[src/rtl/plr_pkg.sv]
// Shared types and codes for the positional array list.
package plr_pkg;

	// Command codes carried on the input side.
	typedef enum logic [2:0] {
		CMD_INSERT   = 3'd0,
		CMD_DELETE   = 3'd1,
		CMD_LOCATE   = 3'd2,
		CMD_RETRIEVE = 3'd3,
		CMD_CLEAR    = 3'd4
	} cmd_e;

	// Completion codes reported with every result.
	typedef enum logic [1:0] {
		STS_OK    = 2'd0,
		STS_FULL  = 2'd1,
		STS_RANGE = 2'd2
	} status_e;

	// Sequencer states.
	typedef enum logic [2:0] {
		S_IDLE,
		S_UP,
		S_DOWN,
		S_DRAIN,
		S_PUT,
		S_SCAN,
		S_FETCH,
		S_DONE
	} state_e;

	localparam int POS_W = 7;
	localparam int VAL_W = 32;

	// One result as handed from the engine to the output register.
	typedef struct packed {
		logic              is_empty;
		logic [POS_W-1:0]  length;
		logic [POS_W-1:0]  found_position;
		logic [VAL_W-1:0]  read_value;
		status_e           status;
	} result_t;

endpackage

[src/rtl/plr_ram.sv]
// Entry store: one write port and one registered read port.
module plr_ram #(
	parameter int DEPTH = 64,
	parameter int DATA_WIDTH = 32,
	localparam int AW = (DEPTH > 1) ? $clog2(DEPTH) : 1
) (
	input  logic                  clk,
	input  logic                  we,
	input  logic [AW-1:0]         waddr,
	input  logic [DATA_WIDTH-1:0] wdata,
	input  logic                  re,
	input  logic [AW-1:0]         raddr,
	output logic [DATA_WIDTH-1:0] rdata
);

	logic [DATA_WIDTH-1:0] mem [DEPTH];

	always_ff @(posedge clk) begin
		if (we) begin
			mem[waddr] <= wdata;
		end
	end

	// Read data holds until the next read, so a finished lookup stays visible.
	always_ff @(posedge clk) begin
		if (re) begin
			rdata <= mem[raddr];
		end
	end

endmodule

[src/rtl/plr_engine.sv]
// Command sequencer: walks the entry store one entry per cycle for shifts and searches.
module plr_engine #(
	parameter int DEPTH = 64,
	parameter int DATA_WIDTH = 32,
	localparam int AW = (DEPTH > 1) ? $clog2(DEPTH) : 1
) (
	input  logic                  clk,
	input  logic                  arst_n,
	input  logic                  in_valid,
	output logic                  in_ready,
	input  logic [2:0]            in_cmd,
	input  logic [6:0]            in_pos,
	input  logic [31:0]           in_val,
	output logic                  res_valid,
	input  logic                  res_ready,
	output plr_pkg::result_t      res,
	output logic                  ram_we,
	output logic [AW-1:0]         ram_waddr,
	output logic [DATA_WIDTH-1:0] ram_wdata,
	output logic                  ram_re,
	output logic [AW-1:0]         ram_raddr,
	input  logic [DATA_WIDTH-1:0] ram_rdata
);

	import plr_pkg::*;

	localparam int CW = $clog2(DEPTH + 1);
	localparam int PW = ((CW > POS_W) ? CW : POS_W) + 1;

	state_e                state_q, state_d;
	logic [2:0]            cmd_q;
	logic [CW-1:0]         posm1_q;
	logic [DATA_WIDTH-1:0] val_q;
	status_e               status_q;
	logic [CW-1:0]         cnt_q;
	logic [CW-1:0]         idx_q;
	logic [PW-1:0]         found_q;
	logic                  wen_s1;
	logic [AW-1:0]         waddr_s1;
	logic                  cmp_s1;

	logic [DATA_WIDTH-1:0] val_d;
	logic [31:0]           rd32;
	logic [PW-1:0]         pos_w, cnt_w, pm1_w, new_w;
	logic [CW-1:0]         idx_inc, idx_dec, new_cnt;
	logic                  accept, done, hit, scan_end, scan_issue;
	status_e               acc_status;
	state_e                acc_next;

	// Input values become DATA_WIDTH bits by sign extension or truncation.
	generate
		if (DATA_WIDTH > VAL_W) begin : g_wide
			assign val_d = {{(DATA_WIDTH - VAL_W){in_val[VAL_W-1]}}, in_val};
			assign rd32  = ram_rdata[VAL_W-1:0];
		end else if (DATA_WIDTH == VAL_W) begin : g_same
			assign val_d = in_val;
			assign rd32  = ram_rdata;
		end else begin : g_narrow
			assign val_d = in_val[DATA_WIDTH-1:0];
			assign rd32  = {{(VAL_W - DATA_WIDTH){ram_rdata[DATA_WIDTH-1]}}, ram_rdata};
		end
	endgenerate

	assign pos_w   = PW'(in_pos);
	assign cnt_w   = PW'(cnt_q);
	assign pm1_w   = pos_w - 1'b1;
	assign idx_inc = idx_q + 1'b1;
	assign idx_dec = idx_q - 1'b1;

	assign accept   = in_valid && in_ready;
	assign done     = res_valid && res_ready;
	assign hit      = cmp_s1 && (ram_rdata == val_q);
	assign scan_end = (idx_q == cnt_q);

	// Outcome of a new request, decided against the length before it.
	always_comb begin
		acc_status = STS_OK;
		acc_next   = S_DONE;
		unique case (in_cmd)
			CMD_INSERT: begin
				if (cnt_w == PW'(DEPTH)) begin
					acc_status = STS_FULL;
				end else if (in_pos == '0 || pos_w > cnt_w + 1'b1) begin
					acc_status = STS_RANGE;
				end else if (pos_w == cnt_w + 1'b1) begin
					acc_next = S_PUT;
				end else begin
					acc_next = S_UP;
				end
			end
			CMD_DELETE: begin
				if (in_pos == '0 || pos_w > cnt_w) begin
					acc_status = STS_RANGE;
				end else if (pos_w != cnt_w) begin
					acc_next = S_DOWN;
				end
			end
			CMD_LOCATE: begin
				acc_next = S_SCAN;
			end
			CMD_RETRIEVE: begin
				if (in_pos == '0 || pos_w > cnt_w) begin
					acc_status = STS_RANGE;
				end else begin
					acc_next = S_FETCH;
				end
			end
			default: begin
				acc_next = S_DONE;
			end
		endcase
	end

	// Next state.
	always_comb begin
		state_d = state_q;
		unique case (state_q)
			S_IDLE: begin
				if (accept) begin
					state_d = acc_next;
				end
			end
			S_UP: begin
				if (idx_q == posm1_q) begin
					state_d = S_DRAIN;
				end
			end
			S_DOWN: begin
				if (idx_inc == cnt_q) begin
					state_d = S_DRAIN;
				end
			end
			S_DRAIN: begin
				state_d = (cmd_q == CMD_INSERT) ? S_PUT : S_DONE;
			end
			S_PUT: begin
				state_d = S_DONE;
			end
			S_SCAN: begin
				if (hit || scan_end) begin
					state_d = S_DONE;
				end
			end
			S_FETCH: begin
				state_d = S_DONE;
			end
			S_DONE: begin
				if (done) begin
					state_d = S_IDLE;
				end
			end
			default: begin
				state_d = S_IDLE;
			end
		endcase
	end

	// Store port controls. A shift reads one entry and writes it to the neighbouring address in the next cycle.
	always_comb begin
		in_ready   = 1'b0;
		res_valid  = 1'b0;
		ram_re     = 1'b0;
		ram_raddr  = idx_q[AW-1:0];
		scan_issue = 1'b0;
		unique case (state_q)
			S_IDLE: in_ready = 1'b1;
			S_UP, S_DOWN: ram_re = 1'b1;
			S_SCAN: begin
				scan_issue = !hit && !scan_end;
				ram_re     = scan_issue;
			end
			S_FETCH: begin
				ram_re    = 1'b1;
				ram_raddr = posm1_q[AW-1:0];
			end
			S_DONE: res_valid = 1'b1;
			default: begin
				in_ready = 1'b0;
			end
		endcase
	end

	assign ram_we    = wen_s1 || (state_q == S_PUT);
	assign ram_waddr = wen_s1 ? waddr_s1 : posm1_q[AW-1:0];
	assign ram_wdata = wen_s1 ? ram_rdata : val_q;

	// Length after the request.
	always_comb begin
		new_cnt = cnt_q;
		if (status_q == STS_OK) begin
			unique case (cmd_q)
				CMD_INSERT: new_cnt = cnt_q + 1'b1;
				CMD_DELETE: new_cnt = cnt_q - 1'b1;
				CMD_CLEAR:  new_cnt = '0;
				default:    new_cnt = cnt_q;
			endcase
		end
	end

	assign new_w = PW'(new_cnt);

	assign res.status         = status_q;
	assign res.read_value     = (cmd_q == CMD_RETRIEVE && status_q == STS_OK) ? rd32 : '0;
	assign res.found_position = (cmd_q == CMD_LOCATE) ? found_q[POS_W-1:0] : '0;
	assign res.length         = new_w[POS_W-1:0];
	assign res.is_empty       = (new_cnt == '0);

	always_ff @(posedge clk or negedge arst_n) begin
		if (!arst_n) begin
			state_q <= S_IDLE;
			cnt_q   <= '0;
			wen_s1  <= 1'b0;
			cmp_s1  <= 1'b0;
		end else begin
			state_q <= state_d;
			wen_s1  <= (state_q == S_UP) || (state_q == S_DOWN);
			cmp_s1  <= scan_issue;
			if (done) begin
				cnt_q <= new_cnt;
			end
		end
	end

	always_ff @(posedge clk) begin
		if (accept) begin
			cmd_q    <= in_cmd;
			posm1_q  <= pm1_w[CW-1:0];
			val_q    <= val_d;
			status_q <= acc_status;
			unique case (in_cmd)
				CMD_INSERT: idx_q <= cnt_q - 1'b1;
				CMD_DELETE: idx_q <= pos_w[CW-1:0];
				default:    idx_q <= '0;
			endcase
		end else begin
			unique case (state_q)
				S_UP: begin
					idx_q    <= idx_dec;
					waddr_s1 <= idx_inc[AW-1:0];
				end
				S_DOWN: begin
					idx_q    <= idx_inc;
					waddr_s1 <= idx_dec[AW-1:0];
				end
				S_SCAN: begin
					// The index has already moved past the entry under compare,
					// so it equals that entry's 1-based position.
					if (hit) begin
						found_q <= PW'(idx_q);
					end else if (scan_end) begin
						found_q <= cnt_w + 1'b1;
					end else begin
						idx_q <= idx_inc;
					end
				end
				default: begin
					idx_q <= idx_q;
				end
			endcase
		end
	end

endmodule

[src/rtl/positional_array_list_top.sv]
// Top level of the positional array list: stream ports, engine, store and result register.
//
//  Channel  Direction  Handshake          Payload
//  s_       in         s_tvalid/s_tready  tuser: cmd; tdata: position, value
//  m_       out        m_tvalid/m_tready  tdata: status, read_value, found_position, length, is_empty
//
// Insert and delete shift the entries between the position and the end of the list, locate scans
// from the first entry until a match or the end, and retrieve reads one entry; appending,
// deleting the last entry, clear, unknown commands and rejected requests need no walk. The
// walk moves one entry per cycle through the store's single write port and registered read port.
// Reset clears the length and the control state; entries need no clearing pass.
// A new request is taken while a finished result waits in the output register; the
// engine then holds its own result until that register frees.
module positional_array_list_top #(
	parameter int DEPTH = 64,
	parameter int DATA_WIDTH = 32
) (
	input  logic        clk,
	input  logic        arst_n,
	input  logic        s_tvalid,
	output logic        s_tready,
	input  logic [39:0] s_tdata,  // [6:0] position, [38:7] value, [39] zero
	input  logic [2:0]  s_tuser,  // [2:0] cmd
	output logic        m_tvalid,
	input  logic        m_tready,
	output logic [55:0] m_tdata   // [1:0] status, [33:2] read_value, [40:34] found_position,
	                              // [47:41] length, [48] is_empty, [55:49] zero
);

	import plr_pkg::*;

	localparam int AW = (DEPTH > 1) ? $clog2(DEPTH) : 1;

	logic                  res_valid, res_ready;
	result_t               res;
	result_t               out_q;
	logic                  out_valid_q;
	logic                  ram_we, ram_re;
	logic [AW-1:0]         ram_waddr, ram_raddr;
	logic [DATA_WIDTH-1:0] ram_wdata, ram_rdata;

	plr_engine #(
		.DEPTH(DEPTH),
		.DATA_WIDTH(DATA_WIDTH)
	) u_engine (
		.clk(clk),
		.arst_n(arst_n),
		.in_valid(s_tvalid),
		.in_ready(s_tready),
		.in_cmd(s_tuser),
		.in_pos(s_tdata[6:0]),
		.in_val(s_tdata[38:7]),
		.res_valid(res_valid),
		.res_ready(res_ready),
		.res(res),
		.ram_we(ram_we),
		.ram_waddr(ram_waddr),
		.ram_wdata(ram_wdata),
		.ram_re(ram_re),
		.ram_raddr(ram_raddr),
		.ram_rdata(ram_rdata)
	);

	plr_ram #(
		.DEPTH(DEPTH),
		.DATA_WIDTH(DATA_WIDTH)
	) u_ram (
		.clk(clk),
		.we(ram_we),
		.waddr(ram_waddr),
		.wdata(ram_wdata),
		.re(ram_re),
		.raddr(ram_raddr),
		.rdata(ram_rdata)
	);

	assign res_ready = !out_valid_q || m_tready;

	always_ff @(posedge clk or negedge arst_n) begin
		if (!arst_n) begin
			out_valid_q <= 1'b0;
		end else if (res_ready) begin
			out_valid_q <= res_valid;
		end
	end

	always_ff @(posedge clk) begin
		if (res_valid && res_ready) begin
			out_q <= res;
		end
	end

	assign m_tvalid = out_valid_q;
	assign m_tdata  = {7'd0, out_q.is_empty, out_q.length, out_q.found_position,
		out_q.read_value, out_q.status};

endmodule
[config.mk]
export PLATFORM = sky130hd
export DESIGN_NAME = positional_array_list_top
export DESIGN_NICKNAME = d
export VERILOG_FILES = /design/src/rtl/plr_pkg.sv /design/src/rtl/plr_ram.sv /design/src/rtl/plr_engine.sv /design/src/rtl/positional_array_list_top.sv
export SDC_FILE = /design/constraint.sdc
export NUM_CORES = 2
export LEC_CHECK = 0
export ABC_AREA = 1
export BUFFER_PORTS_ARGS = -buffer_cell sky130_fd_sc_hd__buf_2
export CORE_ASPECT_RATIO = 1.25
export CORE_MARGIN = 2
export CORE_UTILIZATION = 65
export CTS_CLUSTER_SIZE = 10
export DETAILED_ROUTE_END_ITERATION = 16
export HOLD_SLACK_MARGIN = 0.08
export PLACE_DENSITY_LB_ADDON = 0.05
export RECOVER_POWER = 50
export SLEW_MARGIN = 5
export SYNTH_ARGS = -nofsm -noshare
export SYNTH_HDL_FRONTEND = slang
export SYNTH_SLANG_ARGS = --single-unit
[constraint.sdc]
create_clock -name clk -period 12.5 [get_ports clk]
set_clock_uncertainty 0.1 [all_clocks]
set_input_delay 2.5 -clock clk [delete_from_list [all_inputs] [get_ports clk]]
set_output_delay 2.5 -clock clk [all_outputs]
set_load 0.1 [all_outputs]
* After elaboration in Yosys (flattened, before gate mapping) *
Memory sizes are Yosys's and may differ from the RTL's. A register that Yosys moved wholly into a read port is not among the register bits.
Cells that the tools add are included.

cells by class
  mux-type cells = 37
  bitwise gates (word level) = 1
  reductions and logical operators = 30
  add/subtract/negate cells = 6
  order comparisons = 2
  equal/unequal tests = 28

operators by type and width
  operator                                          number
  2-to-1 mux 7 bit                                  6
  case mux 7 bit (3 select lines)                   2
  == test 32 bit                                    1
  2-to-1 mux 32 bit                                 1
  2-to-1 mux 3 bit                                  10
  == test 7 bit                                     3
  case mux 3 bit (7 select lines)                   1
  subtractor 7 x 1 -> 7 bit, second input constant  3
  == test 3 x 2 -> 1 bit, second input constant     6
  == test 3 bit, second input constant              5
  adder 7 x 1 -> 7 bit, second input constant       2
  logical NOT 7 bit                                 2
  case mux 7 bit (2 select lines)                   1
  2-to-1 mux 6 bit                                  2
  case mux 3 bit (4 select lines)                   1
  case mux 6 bit (2 select lines)                   1
  != test 2 x 1 -> 1 bit, second input constant     5
  == test 3 x 1 -> 1 bit, second input constant     3
  logical NOT 3 bit                                 3
  adder 7 x 1 -> 8 bit, second input constant       1
  == test 7 x 8 -> 1 bit                            1
  > comparator 7 x 8 -> 1 bit                       1
  2-to-1 mux 2 bit                                  4
  == test 7 bit, second input constant              1
  other kinds (18)                                  38

storage, ports and cells
  memories kept = 1
  bits in writable memories = 2,048
  logic and storage cells = 122
  register bits after elaboration = 126

memories
  memory     words  bits a word  read ports  clocked after memory_dff  wr ports  line           RTL
  u_ram.mem  64     32           1           1                         1         plr_ram.sv:16  logic [DATA_WIDTH-1:0] mem [DEPTH];

* Depth between registers and ports, before layout *
  depth in word-level cells = 8
  depth in mapped cells = 20
  mapped depth without buffers = 20

* Modules after synthesis *
From an unflattened synthesis, not the netlist that was laid out.

second synthesis, totals
  cell total of the unflattened synthesis = 7,614
  area total of the unflattened synthesis = 90,285.3 sq um

by module, submodules not included
  module                     sequential area each (sq um)  instances  area each (sq um)  cells each
  plr_ram                    62,459.9                      1          83,058.4           6,769
  plr_engine                 2,222.1                       1          5,654.2            782
  positional_array_list_top  1,496.4                       1          1,572.8            63

* Worst setup path after synthesis *
OpenSTA, ideal clock, no wires.

  path type = input to register
  start = input port m_tready
  end = register u_engine.cnt_q[3]
  path slack = 6.847 ns
  stages = 6
  library setup time = 0.135 ns
  arrival time = 5.417 ns
  cell sequence = nor2_1 nor2_1 inv_1 clkbuf_1 nand2_1 o21ai_0

on the way
  word-level cells in the longest chain between the ends = 2

RTL lines
  item                    line                             RTL
  start: declaration      positional_array_list_top.sv:25  input logic m_tready,
  logical OR 1 bit        positional_array_list_top.sv:77  assign res_ready = !out_valid_q || m_tready;
  logical AND 1 bit       plr_engine.sv:71                 assign done = res_valid && res_ready;
  net u_engine.done       plr_engine.sv:46                 logic accept, done, hit, scan_end, scan_issue;
  end signal: assignment  plr_engine.sv:219                cnt_q <= new_cnt;
  end: declaration        plr_engine.sv:35                 logic [CW-1:0] cnt_q;

The timed path passes the listed nets, and every way through them passes these cells.
A chain may end at the register's enable or synchronous reset.

* Final worst setup path *
  start = register u_engine.wen_s1
  end = memory u_ram.mem[12][23], data pin

on the way
  word-level cells in the longest chain between the ends = 1

RTL lines
  item                      line                             RTL
  start: declaration        plr_engine.sv:38                 logic wen_s1;
  start signal: assignment  plr_engine.sv:216                wen_s1 <= (state_q == S_UP) || (state_q == S_DOWN);
  2-to-1 mux 32 bit         plr_engine.sv:185                assign ram_wdata = wen_s1 ? ram_rdata : val_q;
  net ram_wdata[23]         positional_array_list_top.sv:40  logic [DATA_WIDTH-1:0] ram_wdata, ram_rdata;
  end: declaration          plr_ram.sv:16

The timed path passes the listed nets, and every way through them passes these cells.

==> run metrics <==
FF+latch count, synth around 2200; beginning of the worst register-to-register path u_engine.wen_s1$_DFF_PN0_; leading area contributor after synthesis sky130_fd_sc_hd__edfxtp_1; DIE AREA approximately 150000 um2; met1 Usage GRT 0.4476; maximum number of pins on one net before global-route repair 217; cells on worst reg2reg path 4; routing usage on met3 0.05559; hold-fix buffer count after cts 0; routed length per placed instance between 20 and 25 um; count of input and output buffers between 90 and 100; overall routed net length ~260 mm; global-route congestion overflow total 0; initial standard-cell utilization of the core 0.6563; CTS Root Cell sky130_fd_sc_hd__clkbuf_16; # rows about 160; initial antenna violation count 6; GRT Resource Usage Total 0.3366; clock tree from TritonCTS yes; critical path class reg -> reg; Min-Delay Path Class reg -> reg; Post-Synthesis Cell Area approximately 98000 um2; Starting DRT DRC Count about 9000; width of the die about 350 um; end point of the worst hold path m_tdata[0]$_DFFE_PP_; wire length of the first global-routing pass ~380 mm; synthesized instance count slightly above 9000; die extent in y about 440 um; final worst-path cycle share 0.5064; H-Tree Level Count 4; met2 GRT Util 0.5577; number of buffers created by CTS ~240; number of max-cap violations 34; total power around 28000 uW; final critical delay including setup and external delays about 6300 ps; final max-slew violation count about 2200; total via count in the routed design around 67000; number of flops mapped to enable cells by yosys about 2200; count of synthesis-stage warnings from yosys 0; vias per cell 5.999; count of pins on the block boundary 105; top_reg_cell synth sky130_fd_sc_hd__edfxtp_1; Setup crit end kind register; Distinct cells, synth 35; Worst Setup Start Kind register; sequential-to-total area share from yosys stat 0.6783; NumNets Final around 9200; synthesis-to-finish area growth 9.125%; first-pass iteration count of the detailed router 8; worst relative slew slack -1.317; count of final hold-check violations 0; area after detailed placement approximately 100000 um2; status finished with violations; Power Dens Cells between 200 and 300 nW/um2; transition time at the pin with the least slew margin 3476 ps; Post CTS Setup Buffer Count 0; arrival time at the worst endpoint about 6400 ps; Crit Path Max Fanout 64; share of cells above drive strength 1 0.06220; top-count cell post-synth sky130_fd_sc_hd__edfxtp_1; final std cell area, no fill about 110000 um2; failing checks capacitance limit, slew limit; highest clock frequency the design can meet 158.0 MHz; fraction of registers with async set or reset after synthesis 0.005893; clock network latency to the later pin of the worst-skew pair a little under 900 ps; capture point of the worst reg-to-reg path u_ram.mem[12][23]$_DFFE_PP_; clock net sink count about 2200; GRT busiest layer met2; sum of negative setup slack 0 ps; unrepaired setup endpoints after global routing false; most frequent cells after synthesis sky130_fd_sc_hd__edfxtp_1, sky130_fd_sc_hd__nand3_1, sky130_fd_sc_hd__nand2_1; Clk pin slew, worst setup/hold paths roughly 60 ps; PostCTS Resize Cnt 0; Mean Syn Cell Area roughly 11 um2; via count of the first global-routing pass ~65000; data required time of the worst path between 10000 and 15000 ps; P_leak ~0.043 uW; VDD IR max ~0.00041 V; number of endpoints failing setup at the final stage 0; count of antenna-violating nets left after detailed routing 0; Detail Placement HPWL approximately 130 mm; hold wc startpoint u_engine.status_q[0]$_DFFE_PP_; register-to-register path setup slack 6170 ps; DRC viols 0; area of the core around 150000 um2; Hold Path Stages 0; fraction of post-synthesis cell area in the top cell type by area 0.6750; most area-consuming cells after synthesis sky130_fd_sc_hd__edfxtp_1, sky130_fd_sc_hd__nand3_1, sky130_fd_sc_hd__nand2_1; Clock Tree Buf Depth 3; final RePlAce weighted congestion 0.8816
-- metal layers --
metal / up-vias / share of wire
li1: 30220 / -
met1: 32250 / 0.38
met2: 3779 / 0.48
met3: 627 / 0.10
met4: 0 / 0.037
met5: - / 0
-- per-stage QoR --
stage,utilization,cells,hold slack [ps],worst slack (ps)
global placement,0.6755,10870,348.3,7180
floorplan,-,9151,327.2,6847
CTS,0.7184,11150,369.2,7137
detailed placement,0.6755,10870,356.5,7148
finish,0.7161,11150,371.9,6170
global route,0.7161,11150,393.4,5905
-- cell families (layout without fill, tap and decap cells) --
| kind of cell | after synthesis | count (layout) | synth area share |
|---|---|---|---|
| xor gates and xnor gates | 39 | 39 | 0.003501 |
| and+or+nand+nor | 4594 | 4594 | 0.2207 |
| DFF | 2206 | 2206 | 0.6783 |
| muxes | 1 | 1 | 0.0001026 |
| AOI/OAI and AO/OA | 127 | 127 | 0.007079 |
| buffers and inverters | 2156 | 2153 | 0.08757 |
| adders and majority gates | 21 | 21 | 0.002693 |
| other | 1 | 8 | 0.00003844 |
-- cells in the final DEF (no fill, tap or decap), types with 5 or more instances in the layout --
master,count
sky130_fd_sc_hd__a21oi_1,27
sky130_fd_sc_hd__buf_12,14
sky130_fd_sc_hd__buf_2,86
sky130_fd_sc_hd__buf_4,108
sky130_fd_sc_hd__clkbuf_1,67
sky130_fd_sc_hd__clkbuf_16,239
sky130_fd_sc_hd__clkinv_8,8
sky130_fd_sc_hd__conb_1,7
sky130_fd_sc_hd__dfrtp_1,13
sky130_fd_sc_hd__edfxtp_1,2193
sky130_fd_sc_hd__ha_1,21
sky130_fd_sc_hd__inv_1,1617
sky130_fd_sc_hd__nand2_1,1905
sky130_fd_sc_hd__nand3_1,2014
sky130_fd_sc_hd__nand3b_1,450
sky130_fd_sc_hd__nand4_1,16
sky130_fd_sc_hd__nor2_1,120
sky130_fd_sc_hd__nor2_4,66
sky130_fd_sc_hd__nor3_1,10
sky130_fd_sc_hd__o211ai_1,5
sky130_fd_sc_hd__o21ai_0,59
sky130_fd_sc_hd__o21ai_4,21
sky130_fd_sc_hd__or2_2,8
sky130_fd_sc_hd__xnor2_1,10
sky130_fd_sc_hd__xor2_1,29
-- how the worst max path moves through the flow --
stage | slack, ps | to | start | depth (start not counted)
finish | 6170 | u_ram.mem[12][23]$_DFFE_PP_ | u_engine.wen_s1$_DFF_PN0_ | 4
global route | 5910 | u_ram.mem[14][23]$_DFFE_PP_ | u_engine.wen_s1$_DFF_PN0_ | 4
CTS | 7140 | u_ram.rdata[17]$_DFFE_PP_ | u_engine.state_q[2]$_DFFE_PN0P_ | 12
detailed placement | 7150 | u_ram.rdata[17]$_DFFE_PP_ | u_engine.state_q[2]$_DFFE_PN0P_ | 12
global placement | 7180 | u_ram.rdata[23]$_DFFE_PP_ | u_engine.state_q[2]$_DFFE_PN0P_ | 12
floorplan | 6850 | u_engine.cnt_q[3]$_DFFE_PN0P_ | m_tready | 6
-- sequential cells by signal (all words and copies together) (netlist names) --
name,cells
u_ram.rdata,32
u_ram.mem,2048
u_engine.found_q,7
u_engine.cmp_s1,1
u_engine.waddr_s1,6
u_engine.cmd_q,3
m_tdata,49
u_engine.val_q,32
u_engine.idx_q,7
u_engine.wen_s1,1
u_engine.state_q,3
u_engine.cnt_q,7
u_engine.status_q,2
u_engine.posm1_q,7
m_tvalid,1
-- power by group --
| group | switching (uW) | leakage [uW] | internal, uW |
|---|---|---|---|
| Clock | 2690 | 0.00311 | 3410 |
| Sequential | 214 | 0.0200 | 9720 |
| Combinational | 8760 | 0.0198 | 2740 |
| Total | 11700 | 0.0429 | 15900 |
-- critical path, stage by stage, from the launching register on --
cell and delay (ps):
sky130_fd_sc_hd__dfrtp_1 600, sky130_fd_sc_hd__clkbuf_1 1900, sky130_fd_sc_hd__nand2_1 320, sky130_fd_sc_hd__o21ai_4 150
sky130_fd_sc_hd__clkbuf_1 2410
-- area by class of cell --
class                           instances  area (um2)
Antenna cell                            1       2.502
Multi-Input combinational cell       4789       23620
Timing Repair Buffer                  254        1694
Sequential cell                      2206       66180
Clock inverter                         17       284.0
Tap cell                             2000        2502
Clock buffer                          262        6087
Inverter                             1620        6098
Fill cell                           10210       42200
No activity file was read; power rests on OpenSTA's default activity.
